[src/hdl/crfd_pkg.sv]
package crfd_pkg;

    localparam int MAX_ARGS = 32;
    localparam int ADDR_W   = $clog2(MAX_ARGS);
    localparam int CNT_W    = $clog2(MAX_ARGS + 1);
    localparam int POS_W    = $clog2(MAX_ARGS + 4);

    localparam logic [7:0] ACK_STATUS_OK = 8'h00;

    // byte positions within a frame
    localparam logic [POS_W-1:0] POS_STATUS = POS_W'(1);
    localparam logic [POS_W-1:0] POS_LENGTH = POS_W'(2);
    localparam logic [POS_W-1:0] POS_ARGS   = POS_W'(3);

    typedef enum logic [1:0] {
        VERDICT_OK       = 2'd0,
        VERDICT_CHECKSUM = 2'd1,
        VERDICT_STATUS   = 2'd2,
        VERDICT_LENGTH   = 2'd3
    } t_verdict;

    typedef struct packed {
        logic [7:0] rx_byte;
        logic       frame_start;
    } t_item;

    typedef struct packed {
        logic [7:0] arg_byte;
        logic       arg_valid;
        logic       last;
        t_verdict   verdict;
        logic [7:0] status_byte;
    } t_result;

endpackage

[src/hdl/checked_reply_frame_deframer.sv]
// Reply frame deframer: command, status, length, arguments, 8-bit sum checksum.
// Input channel: present a byte on i_item with start high; it is taken at the
// rising edge where start is high and busy is low. Bytes of a frame normally
// go in one per cycle, since busy stays low while the frame is gathered.
// Argument bytes are stored in a 32-entry buffer with one write and one
// registered read port.
// Results appear on o_result for one cycle each, flagged by o_strobe. An error
// or empty frame gives one result, in the cycle after the byte that causes it.
// A good frame with N arguments replays the buffer through the single read
// port, one word per cycle: busy goes high after the checksum byte and stays
// high while the N reads are issued, the N words come out through the
// registered read port, and the last one is flagged.
// The receiver cannot stall: every strobed word is taken as it appears.
// Reset (synchronous, i_rst_n low) drops any frame in progress, stops any
// replay and waits for a byte with frame_start set. Buffer contents are not
// cleared; only entries written in the current frame are ever read back.
module checked_reply_frame_deframer (
    input  logic               i_clk,
    input  logic               i_rst_n,
    input  logic               start,
    output logic               busy,
    input  crfd_pkg::t_item    i_item,
    output logic               o_strobe,
    output crfd_pkg::t_result  o_result
);

    typedef enum logic {
        S_RECV,
        S_REPLAY
    } t_state;

    t_state r_state, n_state;

    logic                          r_active, n_active;
    logic [crfd_pkg::POS_W-1:0]    r_pos, n_pos;
    logic [7:0]                    r_sum, n_sum;
    logic [7:0]                    r_len, n_len;
    logic [7:0]                    r_status_held, n_status_held;
    logic [crfd_pkg::ADDR_W-1:0]   r_rd_idx, n_rd_idx;
    logic [crfd_pkg::CNT_W-1:0]    r_count, n_count;

    logic                          r_strobe, n_strobe;
    logic                          r_from_mem, n_from_mem;
    logic                          r_last, n_last;
    crfd_pkg::t_verdict            r_verdict, n_verdict;

    logic [7:0] r_mem [crfd_pkg::MAX_ARGS];
    logic [7:0] r_rd_data;

    logic                          accept;
    logic [7:0]                    sum_add;
    logic [crfd_pkg::POS_W-1:0]    arg_idx;
    logic                          arg_byte_in;
    logic                          wr_en;
    logic                          replay_last;

    assign accept      = start && (r_state == S_RECV);
    assign sum_add     = r_sum + i_item.rx_byte;
    assign arg_idx     = r_pos - crfd_pkg::POS_ARGS;
    assign arg_byte_in = 8'(arg_idx) < r_len;
    assign replay_last = (crfd_pkg::CNT_W'(r_rd_idx) + crfd_pkg::CNT_W'(1)) == r_count;

    always_comb begin
        n_state       = r_state;
        n_active      = r_active;
        n_pos         = r_pos;
        n_sum         = r_sum;
        n_len         = r_len;
        n_status_held = r_status_held;
        n_rd_idx      = r_rd_idx;
        n_count       = r_count;
        n_strobe      = 1'b0;
        n_from_mem    = 1'b0;
        n_last        = 1'b1;
        n_verdict     = crfd_pkg::VERDICT_OK;
        wr_en         = 1'b0;

        case (r_state)
            S_RECV: begin
                if (accept) begin
                    if (i_item.frame_start) begin
                        n_active      = 1'b1;
                        n_sum         = i_item.rx_byte;
                        n_len         = 8'h00;
                        n_status_held = 8'h00;
                        n_pos         = crfd_pkg::POS_STATUS;
                    end else if (r_active) begin
                        if (r_pos == crfd_pkg::POS_STATUS) begin
                            n_status_held = i_item.rx_byte;
                            n_sum         = sum_add;
                            n_pos         = crfd_pkg::POS_LENGTH;
                        end else if (r_pos == crfd_pkg::POS_LENGTH) begin
                            n_len = i_item.rx_byte;
                            n_sum = sum_add;
                            n_pos = crfd_pkg::POS_ARGS;
                            if (i_item.rx_byte > 8'(crfd_pkg::MAX_ARGS)) begin
                                n_active  = 1'b0;
                                n_strobe  = 1'b1;
                                n_verdict = crfd_pkg::VERDICT_LENGTH;
                            end
                        end else if (arg_byte_in) begin
                            wr_en = 1'b1;
                            n_sum = sum_add;
                            n_pos = r_pos + crfd_pkg::POS_W'(1);
                        end else begin
                            // checksum byte
                            n_active = 1'b0;
                            if (i_item.rx_byte != r_sum) begin
                                n_strobe  = 1'b1;
                                n_verdict = crfd_pkg::VERDICT_CHECKSUM;
                            end else if (r_status_held != crfd_pkg::ACK_STATUS_OK) begin
                                n_strobe  = 1'b1;
                                n_verdict = crfd_pkg::VERDICT_STATUS;
                            end else if (r_len == 8'h00) begin
                                n_strobe = 1'b1;
                            end else begin
                                n_state  = S_REPLAY;
                                n_rd_idx = '0;
                                n_count  = crfd_pkg::CNT_W'(r_len);
                            end
                        end
                    end
                end
            end
            S_REPLAY: begin
                // read issued now, word shows up next cycle
                n_strobe   = 1'b1;
                n_from_mem = 1'b1;
                n_last     = replay_last;
                n_rd_idx   = r_rd_idx + crfd_pkg::ADDR_W'(1);
                if (replay_last) begin
                    n_state = S_RECV;
                end
            end
            default: begin
                n_state = S_RECV;
            end
        endcase
    end

    always_ff @(posedge i_clk) begin
        if (!i_rst_n) begin
            r_state       <= S_RECV;
            r_active      <= 1'b0;
            r_pos         <= '0;
            r_sum         <= 8'h00;
            r_len         <= 8'h00;
            r_status_held <= 8'h00;
            r_rd_idx      <= '0;
            r_count       <= '0;
            r_strobe      <= 1'b0;
            r_from_mem    <= 1'b0;
            r_last        <= 1'b0;
            r_verdict     <= crfd_pkg::VERDICT_OK;
        end else begin
            r_state       <= n_state;
            r_active      <= n_active;
            r_pos         <= n_pos;
            r_sum         <= n_sum;
            r_len         <= n_len;
            r_status_held <= n_status_held;
            r_rd_idx      <= n_rd_idx;
            r_count       <= n_count;
            r_strobe      <= n_strobe;
            r_from_mem    <= n_from_mem;
            r_last        <= n_last;
            r_verdict     <= n_verdict;
        end
    end

    // argument buffer: one write port, one registered read port
    always_ff @(posedge i_clk) begin
        if (wr_en) begin
            r_mem[arg_idx[crfd_pkg::ADDR_W-1:0]] <= i_item.rx_byte;
        end
        r_rd_data <= r_mem[r_rd_idx];
    end

    assign busy                 = (r_state == S_REPLAY);
    assign o_strobe             = r_strobe;
    assign o_result.arg_byte    = r_from_mem ? r_rd_data : 8'h00;
    assign o_result.arg_valid   = r_from_mem;
    assign o_result.last        = r_last;
    assign o_result.verdict     = r_verdict;
    assign o_result.status_byte = r_status_held;

endmodule

[config.mk]
export PLATFORM = sky130hd
export DESIGN_NAME = checked_reply_frame_deframer
export DESIGN_NICKNAME = d
export VERILOG_FILES = /design/src/hdl/crfd_pkg.sv /design/src/hdl/checked_reply_frame_deframer.sv
export SDC_FILE = /design/constraint.sdc
export NUM_CORES = 1
export LEC_CHECK = 0
export ABC_AREA = 1
export BUFFER_PORTS_ARGS = -buffer_cell sky130_fd_sc_hd__buf_2
export CORE_ASPECT_RATIO = 0.9
export CORE_MARGIN = 8
export CORE_UTILIZATION = 48
export DETAILED_ROUTE_END_ITERATION = 8
export HOLD_SLACK_MARGIN = 0.1
export PLACE_DENSITY_LB_ADDON = 0.05
export SYNTH_ARGS = -nofsm -noshare
export SYNTH_HDL_FRONTEND = slang
export SYNTH_SLANG_ARGS = --single-unit
[constraint.sdc]
create_clock -name i_clk -period 3.2 [get_ports i_clk]
set_input_delay 0.48 -clock i_clk [delete_from_list [all_inputs] [get_ports i_clk]]
set_output_delay 0.48 -clock i_clk [all_outputs]
set_load 0.005 [all_outputs]
* Word-level counts from Yosys, hierarchy flattened
Memories as Yosys holds them, arrays and structs flattened. A register that Yosys moved wholly into a read port is not among the register bits. Index checks and enable logic that the tools add are counted. W data, S select, Z words.
Storage, ports and cells: register bits 48, RAM bits 256, input port bits 12, memories 1
Memory list:
- r_mem | words 32, width 8, read ports 1, clocked after Yosys merged registers in 1, wr ports 1, RTL line checked_reply_frame_deframer.sv:47 | logic [7:0] r_mem [crfd_pkg::MAX_ARGS];
Cells by class: add/subtract/negate cells 5, order comparisons 2, equality and inequality tests 14, mux-type cells 71, bitwise gates (word level) 11, reductions and logical operators 14
Operators with widths (count):
- $mux W8 | 13
- $mux W5 | 9
- $mux W1 | 36
- $mux W6 | 5
- $ne A2 B2 Y1 const B | 10
- $not A1 Y1 | 11
- $mux W2 | 5
- $pmux W5 S2 | 1
- $reduce_and A10 Y1 | 1
- $reduce_and A9 Y1 | 1
- $add A8 B8 Y8 | 1
- $gt A8 B6 Y1 const B | 1
- $logic_not A8 Y1 | 1
- $lt A6 B8 Y1 | 1
- $ne A8 B8 Y1 | 1
- $reduce_and A4 Y1 | 2
- $reduce_bool A8 Y1 | 1
- $add A5 B1 Y6 const B | 1
- $add A6 B1 Y6 const B | 1
- $eq A6 B1 Y1 const B | 1
- $eq A6 B2 Y1 const B | 1
- $eq A6 B6 Y1 | 1
- $reduce_bool A2 Y1 | 3
- $reduce_or A6 Y1 | 1
- other kinds (7) | 8

* Logic depth before layout (Yosys ltp)
Gate-level depths: netlist of the first run.
depth in word-level cells 11, mapped depth 17

* Worst setup path before layout of the first run
OpenSTA, ideal clock, no wires.
kind flip-flop to flip-flop, from reg r_pos[0] in the netlist's numbering, to mem r_mem[10][0] (enable), arrival time 2.405 ns, setup slack 0.425 ns, stages on the path, launching flop included 14, buffers on the path 0, period minus slack after synthesis 2.775 ns, cells stage by stage dfxtp_1 > ha_1 > xor2_1 > inv_1 > ha_1 > nand2_1 > inv_1 > nand2_1 > nand2_1 > nand2_1 > nand2_4 > nor2_4 > nand2_2 > nor2_1
On the way: longest elaborated chain between the ends 11, elaborated cells on any way between the ends 13, classes of those cells add/sub: 1; order compare: 1; eq/ne: 2; mux: 9
RTL lines:
- start, declared | RTL line checked_reply_frame_deframer.sv:35 | logic [crfd_pkg::POS_W-1:0] r_pos, n_pos;
- start signal, assigned | RTL line checked_reply_frame_deframer.sv:158 | r_pos <= n_pos;
- $sub A6 B2 Y6 | RTL line checked_reply_frame_deframer.sv:59 | assign arg_idx = r_pos - crfd_pkg::POS_ARGS;
- $lt A6 B8 Y1 | RTL line checked_reply_frame_deframer.sv:60 | assign arg_byte_in = 8'(arg_idx) < r_len;
- $mux W1 | RTL line checked_reply_frame_deframer.sv:101 | end else if (arg_byte_in) begin
- $mux W1 | RTL line checked_reply_frame_deframer.sv:92 | end else if (r_pos == crfd_pkg::POS_LENGTH) begin
- $mux W1 | RTL line checked_reply_frame_deframer.sv:88 | if (r_pos == crfd_pkg::POS_STATUS) begin
- $mux W1 | RTL line checked_reply_frame_deframer.sv:87 | end else if (r_active) begin
- $mux W1 | RTL line checked_reply_frame_deframer.sv:81 | if (i_item.frame_start) begin
- $mux W1 | RTL line checked_reply_frame_deframer.sv:80 | if (accept) begin
- $mux W1 | RTL line checked_reply_frame_deframer.sv:78 | case (r_state)
- $mux W1 | RTL line checked_reply_frame_deframer.sv:173 | if (wr_en) begin
- $mux W1 (not written as such) | RTL line checked_reply_frame_deframer.sv:174 | r_mem[arg_idx[crfd_pkg::ADDR_W-1:0]] <= i_item.rx_byte;
- end, declared | RTL line checked_reply_frame_deframer.sv:47
Several ways; a longest one is shown, not always the timed one.

* Final worst setup path of the first run
from reg r_pos[0] in the netlist's numbering, to mem r_mem[25][7] (enable)
The elaborated chain is that of the path after synthesis.

==> impl_metrics.env, run 1 <==
export IMPL_outcome="finished, final reports clean"
export IMPL_cellPowerDensity_mw_per_mm2=549
export IMPL_reg2regPathDepth=15
export IMPL_synth_edff_count=256
export IMPL_drt_wirelength_per_cell_microns=21.6
export IMPL_cts_root_buffer="clkbuf_16"
export IMPL_netlist_top_cell_by_area="edfxtp_1"
export IMPL_instances_no_fill=1713
export IMPL_timing_final_crit_share=0.921
export IMPL_crit_path_max_incr_delay_ns=0.42
export IMPL_viasPerCell=5.57
export IMPL_cts_tree="built"
export IMPL_syn_cell_area_sq_mm=0.0138
export IMPL_area_growth_pct=13.2
export IMPL_worst_slew_margin_rel=0.559
export IMPL_cpLargestDelayFamily="simple AND/OR/NAND/NOR gates"
export IMPL_start_util=0.482
export IMPL_final_net_count=1353
export IMPL_port_buffers=33
export IMPL_clock_latency_ns=0.51
export IMPL_dp_cells=1652
export IMPL_hpwl_microns=23500
export IMPL_grt_max_degree=74
export IMPL_synth_main_ff_cell="edfxtp_1"
export IMPL_post_dp_cell_area_sq_mm=0.0145
export IMPL_final_cell_area_sq_mm=0.0156
export IMPL_cpMostUsedCell="nand2_1"
export IMPL_max_cap_viol_count=0
export IMPL_power_leakage_nw=5.65
export IMPL_final_max_slew_violation_count=0
export IMPL_synth_most_common_cell="edfxtp_1"
export IMPL_ys_types=40
export IMPL_irDropWorstVdd_mv=0.396
export IMPL_cp_required_ns=3.41
export IMPL_worst_hold_path_num_cells=1
export IMPL_wl_microns=37000
export IMPL_die_w_microns=195
export IMPL_num_rows=59
export IMPL_antenna_left=0
export IMPL_cts_inserted_buffers=34
export IMPL_yosys_warnings=0
export IMPL_synthesis_nets=1295
export IMPL_htree_levels=2
export IMPL_drc_errors=0
export IMPL_yosys_area_top_type_share=0.558
export IMPL_avgSynthCellArea_sq_um=10.9
export IMPL_die_area_sq_mm=0.0344
export IMPL_fmax_ghz=0.339
export IMPL_worstPathBufferInverterCount=4
export IMPL_worstPathArrival_ns=3.16
export IMPL_finalPower_mw=8.56
export IMPL_synth_top_cells_by_area="edfxtp_1, dfxtp_1, nand2_1"
export IMPL_track_usage=0.215
export IMPL_finalSetupViolCount=0
export IMPL_grt_pass1_wl_microns=56600
export IMPL_drtIter0Drc=771
export IMPL_tightest_slew_ns=0.657
export IMPL_slowest_stage="dfxtp_2"
export IMPL_routabilityCongestion=0.873
export IMPL_vias=9543
export IMPL_clockBufferDepth=3
export IMPL_cp_max_fo=9
export IMPL_die_y_microns=177
export IMPL_worstPathCellList="inv_1 > o21ai_2 > xor2_2 > inv_1 > ha_1 > nand2_1 > inv_1 > nand2_1 > nand2_1 > nand2_1 > nand2_4 > nor2_4 > nand2_2 > nor2_1 > buf_4"
export IMPL_pin_count=34
export IMPL_antenna_found_initial=1
export IMPL_crit_type="flip-flop to flip-flop"
export IMPL_dr_pass1_iters=5
export IMPL_rsz0062_at_grt="no"
export IMPL_core_sq_mm=0.0286
export IMPL_cp_num_cells=15
export IMPL_async_reset_ff_frac=0
export IMPL_syn_instance_count=1264
export IMPL_skew_ns=0.00949
export IMPL_cts_hold_buf=0
export IMPL_diodes=0
export IMPL_synth_seq_area_share=0.640
export IMPL_end_kind="flip-flop"
export IMPL_hold_violations=0
export IMPL_hold_path_class="primary input to flip-flop"
export IMPL_cts_sinks=312
export IMPL_ys_ff_latch=312
export IMPL_path_clk_slew_ns=0.06
export IMPL_netlist_top_cells_count="edfxtp_1, nand2_1, nor2_1"
export IMPL_finalCriticalPeriod_ns=2.95
export IMPL_drive_gt1_frac=0.129
export IMPL_grt_pass1_vias=9329
export IMPL_fin_setup_tns_ns=0
export IMPL_overflow=0
export IMPL_start_kind="flip-flop"
## final cells by class
cell class	count	area (sq um)
clock buffer	46	937
inverter	70	265
timing repair buffer	93	666
fill	2476	13000
multi-input combinational	811	4320
tap	366	458
clock inverter	15	123
sequential	312	8820
## layer usage
| metal | share of wire | wire length [microns] | GRT usage | vias up |
|---|---|---|---|---|
| met5 | 0.00043 | 16 | 0 | - |
| met4 | 0.022 | 829 | 0.0630 | 2 |
| met3 | 0.062 | 2310 | 0.0348 | 65 |
| met2 | 0.46 | 17000 | 0.345 | 313 |
| met1 | 0.45 | 16800 | 0.300 | 4603 |
| li1 | - | - | - | 4560 |
## through the flow
stage	worst slack, ns	utilization	hold slack, ns
final	0.253	0.546	0.376
after global routing	0.0530	0.546	0.376
after CTS	0.133	0.545	0.365
after detailed placement	0.158	0.508	0.455
after global placement	0.218	0.508	0.451
after floorplan	0.425	-	0.441
## final timing paths
path / from / to / slack, ns
max: r_pos[0]$_SDFFE_PN0P_ / r_mem[25][7]$_DFFE_PP_ / 0.25
min: i_item[8] / r_mem[27][7]$_DFFE_PP_ / 0.38
max reg2reg: r_pos[0]$_SDFFE_PN0P_ / r_mem[25][7]$_DFFE_PP_ / 0.25
min reg2reg: r_len[2]$_SDFFE_PN0P_ / r_len[2]$_SDFFE_PN0P_ / 0.46
## state kept, by name (all words and copies together) (netlist names)
name,count
busy,1
o_strobe,1
r_active,1
r_count,6
r_from_mem,1
r_last,1
r_len,8
r_mem,256
r_pos,6
r_rd_data,8
r_rd_idx,5
r_status_held,8
r_sum,8
r_verdict,2
## logic make-up after synthesis
group | after synthesis | share of synthesized area
XOR/XNOR | 9 | 0.00682
adder cells (fa/ha/maj) | 19 | 0.0178
AND/OR/NAND/NOR | 495 | 0.150
buffers and inverters | 141 | 0.0467
flip-flops | 312 | 0.640
AO/OA/AOI/OAI | 288 | 0.139
## layout by cell type, fill, tap and decap left out, types with 5 or more instances in the layout
master / n
nand2_1: 200
xor2_1: 6
o21a_1: 40
nand2_2: 7
clkbuf_16: 35
clkbuf_1: 9
o21bai_1: 65
clkinv_2: 6
o221ai_1: 24
o21ai_0: 73
nand3_1: 76
nor2_2: 6
buf_4: 56
edfxtp_1: 256
o211ai_1: 40
nor2_1: 184
ha_1: 18
buf_2: 33
dfxtp_1: 53
nor3_1: 5
inv_1: 63
clkinv_1: 7
a21oi_1: 38
## timing repair
| action | 4_1_cts | 5_1_grt |
|---|---|---|
| resized for setup | 0 | 2 |
| buffers inserted | 0 | 0 |
| hold endpoints to repair | 0 | 0 |
| setup endpoints to repair | 0 | 198 |
## where the power goes
part           internal [mW]  total, mW  switching (mW)
combinational          0.107      0.394           0.287
sequential              4.40       4.41          0.0134
clock                   2.22       3.76            1.54
total                   6.72       8.56            1.84
Power figures use the tool's default switching activity.
==> inputs of run 2 (changes only) <==
Settings changed: RECOVER_POWER set to 50.
==> impl_metrics.env, run 2 (synthesized netlist as in run 1, its figures left out) <==
export IMPL_cts_resized_gates=0
export IMPL_path_clk_slew_ns=0.06
export IMPL_grt_pass1_vias=9329
export IMPL_antenna_left=0
export IMPL_final_max_slew_violation_count=272
export IMPL_crit_path_max_incr_delay_ns=1.59
export IMPL_num_rows=59
export IMPL_worstPathCellList="buf_2 > clkbuf_1 > inv_1 > nand2_1 > nor2_1 > nand2_1 > nand2_1 > a21oi_1 > nand3_1 > nand2_1 > a21oi_1"
export IMPL_cp_max_fo=33
export IMPL_overflow=0
export IMPL_cts_inserted_buffers=34
export IMPL_vias=9548
export IMPL_fmax_ghz=0.329
export IMPL_utilization=0.543
export IMPL_die_y_microns=177
export IMPL_violations="max-capacitance violations, max-slew violations"
export IMPL_reg2regPathDepth=15
export IMPL_hold_violations=0
export IMPL_pin_count=34
export IMPL_wl_met2_microns=17000
export IMPL_fin_setup_tns_ns=0
export IMPL_routabilityCongestion=0.873
export IMPL_clock_latency_ns=0.51
export IMPL_area_growth_pct=12.7
export IMPL_largest_register_ff_count=256
export IMPL_finalCriticalPeriod_ns=3.04
export IMPL_worst_slew_margin_rel=-0.549
export IMPL_irDropWorstVdd_mv=0.397
export IMPL_wl_met1_microns=17000
export IMPL_max_cap_viol_count=8
export IMPL_core_sq_mm=0.0286
export IMPL_outcome="finished, violations left"
export IMPL_viasPerCell=5.57
export IMPL_worstPathArrival_ns=3.41
export IMPL_grt_pass1_wl_microns=56600
export IMPL_diodes=0
export IMPL_final_cell_area_sq_mm=0.0155
export IMPL_hold_path_class="primary input to flip-flop"
export IMPL_power_leakage_nw=5.56
export IMPL_fill_cells=2492
export IMPL_cellPowerDensity_mw_per_mm2=552
export IMPL_start_kind="primary input"
export IMPL_skew_ns=0.0129
export IMPL_end_kind="flip-flop"
export IMPL_timing_final_crit_share=0.951
export IMPL_crit_type="primary input to flip-flop"
export IMPL_antenna_found_initial=1
export IMPL_grt_max_degree=74
export IMPL_cts_root_buffer="clkbuf_16"
export IMPL_met3_length_microns=2180
export IMPL_drive_gt1_frac=0.109
export IMPL_post_dp_cell_area_sq_mm=0.0145
export IMPL_drc_errors=0
export IMPL_cts_sinks=312
export IMPL_drtIter0Drc=703
export IMPL_wl_microns=37100
export IMPL_slowest_stage="clkbuf_1"
export IMPL_port_buffers=33
export IMPL_final_common_cell="edfxtp_1"
export IMPL_cpMostUsedCell="nand2_1"
export IMPL_die_area_sq_mm=0.0344
export IMPL_dr_pass1_iters=5
export IMPL_cts_setup_buffers=0
export IMPL_drt_wirelength_per_cell_microns=21.6
export IMPL_htree_levels=2
export IMPL_rsz0062_at_grt="no"
export IMPL_track_usage=0.215
export IMPL_highest_layer="met5"
export IMPL_cp_required_ns=3.57
export IMPL_final_cell_mix="edfxtp_1, nand2_1, nor2_1"
export IMPL_clockBufferDepth=3
export IMPL_cts_hold_buf=0
export IMPL_final_net_count=1353
export IMPL_start_util=0.482
export IMPL_die_w_microns=195
export IMPL_finalSetupViolCount=0
export IMPL_hpwl_microns=23500
export IMPL_cts_tree="built"
export IMPL_tightest_slew_ns=2.32
export IMPL_worst_hold_path_num_cells=5
run 2: report_power, final:
group / internal [mW] / switching (mW) / total, mW
Clock: 2.22 / 1.54 / 3.76
Combinational: 0.0992 / 0.286 / 0.385
Sequential: 4.41 / 0.0137 / 4.42
run 2: through the flow:
step | std cells | setup WS (ns) | power [mW] | hold slack, ns
3_3_place_gp | 1652 | 0.218 | 4.90 | 0.451
5_1_grt | 1713 | 0.0269 | 8.83 | 0.415
6_report | 1713 | 0.158 | 8.57 | 0.385
4_1_cts | 1713 | 0.133 | 8.64 | 0.365
2_1_floorplan | 1264 | 0.425 | 4.72 | 0.441
3_5_place_dp | 1652 | 0.158 | 4.90 | 0.455
run 2: critical path, delay by kind of cell:
| family | cells | cell delay (ns) |
|---|---|---|
| AOI/OAI and AO/OA | 2 | 0.24 |
| buffers and inverters | 3 | 2.13 |
| and+or+nand+nor | 6 | 0.54 |
run 2: path summary, 6_finish.rpt:
kind	from	endpoint	slack, ns
setup / recovery	i_item[1]	r_active$_SDFFE_PN0P_	0.16
hold / removal	start	busy$_SDFF_PN0_	0.39
setup reg to reg	r_pos[0]$_SDFFE_PN0P_	r_mem[25][2]$_DFFE_PP_	0.21
hold reg to reg	r_len[2]$_SDFFE_PN0P_	r_len[2]$_SDFFE_PN0P_	0.46
run 2: per-layer routing:
| metal | track usage | vias to the layer above |
|---|---|---|
| met4 | 0.0630 | 2 |
| met5 | 0 | - |
| met1 | 0.300 | 4584 |
| met3 | 0.0348 | 74 |
| met2 | 0.345 | 329 |
| li1 | - | 4559 |
run 2: cell type report:
class / count / area, sq um / share of cell area
multi-input combinational: 811 / 4310 / 0.278
timing repair buffer: 93 / 611 / 0.0393
sequential: 312 / 8810 / 0.568
inverter: 70 / 265 / 0.0171
clock buffer: 46 / 937 / 0.0604
tap: 366 / 458 / 0.0295
clock inverter: 15 / 123 / 0.00790
==> inputs of run 3 (changes only) <==
Settings changed: SETUP_SLACK_MARGIN set to 0.4.
==> impl_metrics.env, run 3 (synthesized netlist as in run 1, its figures left out) <==
export IMPL_irDropWorstVdd_mv=0.402
export IMPL_largest_register_ff_count=256
export IMPL_routabilityCongestion=0.873
export IMPL_track_usage=0.215
export IMPL_drc_errors=0
export IMPL_die_w_microns=195
export IMPL_grt_max_degree=74
export IMPL_end_kind="flip-flop"
export IMPL_fin_setup_tns_ns=0
export IMPL_cts_root_buffer="clkbuf_16"
export IMPL_overflow=0
export IMPL_skew_ns=0.0112
export IMPL_final_cell_area_sq_mm=0.0157
export IMPL_diodes=0
export IMPL_pin_count=34
export IMPL_tightest_slew_ns=2.13
export IMPL_htree_levels=2
export IMPL_die_y_microns=177
export IMPL_hold_violations=0
export IMPL_violations="max-capacitance violations, max-slew violations"
export IMPL_crit_type="flip-flop to flip-flop"
export IMPL_clockBufferDepth=3
export IMPL_post_dp_cell_area_sq_mm=0.0145
export IMPL_num_rows=59
export IMPL_worstPathArrival_ns=2.92
export IMPL_drt_wirelength_per_cell_microns=21.6
export IMPL_drtIter0Drc=672
export IMPL_cts_hold_buf=0
export IMPL_cp_max_fo=9
export IMPL_area_growth_pct=14.0
export IMPL_grt_pass1_vias=9343
export IMPL_die_area_sq_mm=0.0344
export IMPL_start_kind="flip-flop"
export IMPL_cellPowerDensity_mw_per_mm2=547
export IMPL_antenna_left=0
export IMPL_drive_gt1_frac=0.122
export IMPL_max_cap_viol_count=2
export IMPL_final_common_cell="edfxtp_1"
export IMPL_finalCriticalPeriod_ns=2.71
export IMPL_final_net_count=1358
export IMPL_cts_tree="built"
export IMPL_timing_final_crit_share=0.845
export IMPL_cts_inserted_buffers=34
export IMPL_clock_latency_ns=0.51
export IMPL_rsz0062_at_grt="yes"
export IMPL_fmax_ghz=0.370
export IMPL_cts_sinks=312
export IMPL_path_clk_slew_ns=0.06
export IMPL_worst_slew_margin_rel=-0.423
export IMPL_finalSetupViolCount=0
export IMPL_dr_pass1_iters=6
export IMPL_slowest_stage="dfxtp_4"
export IMPL_antenna_found_initial=1
export IMPL_port_buffers=33
export IMPL_vias=9592
export IMPL_grt_pass1_wl_microns=56600
export IMPL_hpwl_microns=23500
export IMPL_wl_microns=37100
export IMPL_hold_ws_ns=0.382
export IMPL_outcome="finished, violations left"
export IMPL_start_util=0.482
export IMPL_final_cell_mix="edfxtp_1, nand2_1, nor2_1"
export IMPL_viasPerCell=5.58
export IMPL_final_max_slew_violation_count=66
export IMPL_crit_path_max_incr_delay_ns=0.37
export IMPL_hold_path_class="primary input to flip-flop"
export IMPL_power_leakage_nw=5.58
export IMPL_worstPathCellList="ha_2 > or2_4 > xor2_4 > inv_2 > ha_1 > nand2_1 > nor2_1 > nand2_1 > nand2_4 > nor2_4 > buf_12 > nand2_8 > nor2_1 > buf_4"
export IMPL_cp_required_ns=3.41
export IMPL_core_sq_mm=0.0286
run 3: cell types whose count changed in the layout (fill, tap and decap cells not counted), sizes merged:
cell	delta
buf	+6
clkbuf	-1
run 3: critical path, delay by kind of cell (launching register included):
kind / cells / cell delay (ns)
XOR/XNOR: 1 / 0.17
adder cells (fa/ha/maj): 2 / 0.47
buffers and inverters: 3 / 0.40
AND/OR/NAND/NOR: 8 / 0.98
flip-flops: 1 / 0.37
run 3: final timing paths:
check	startpoint	end	slack, ns	cells past startpoint
worst max-delay path	r_pos[0]$_SDFFE_PN0P_	r_mem[23][4]$_DFFE_PP_	0.49	14
worst min-delay path	start	busy$_SDFF_PN0_	0.38	5
worst max register to register	r_pos[0]$_SDFFE_PN0P_	r_mem[23][4]$_DFFE_PP_	0.49	14
worst min register to register	r_len[2]$_SDFFE_PN0P_	r_len[2]$_SDFFE_PN0P_	0.46	2
run 3: layout make-up:
type,count,area (sq um)
multi-input cells,811,4400
repair buffers,98,687
well taps,366,458
fillers,2461,12900
inverters,70,265
clock buffers,46,937
clock inverters,15,123
flip-flops and latches,312,8820
run 3: power by group:
part	leakage, nW	internal [mW]	switching, mW	total (mW)
registers	2.76	4.40	0.0136	4.42
logic	2.30	0.113	0.298	0.411
clock network	0.520	2.22	1.55	3.76
total	5.58	6.73	1.86	8.59
run 3: timing repair:
item	CTS	global route
setup buffers	2	3
endpoints found under the hold margin	0	0
pin swaps	1	3
gates resized for setup	8	20
setup endpoints to repair	256	262
run 3: per-stage QoR:
step / util / instances / power, mW / worst slack (ns)
after global placement: 0.508 / 1652 / 4.90 / 0.218
after detailed placement: 0.508 / 1652 / 4.90 / 0.158
after CTS: 0.548 / 1715 / 8.65 / 0.397
final: 0.549 / 1718 / 8.59 / 0.495
after global routing: 0.549 / 1718 / 8.85 / 0.362
after floorplan: - / 1264 / 4.72 / 0.425
run 3: per-layer routing:
layer,global-route usage,part of all wire,up-vias
met5,0,0.00043,-
met1,0.301,0.45,4618
li1,-,-,4578
met2,0.345,0.46,326
met3,0.0340,0.062,68
met4,0.0630,0.022,2
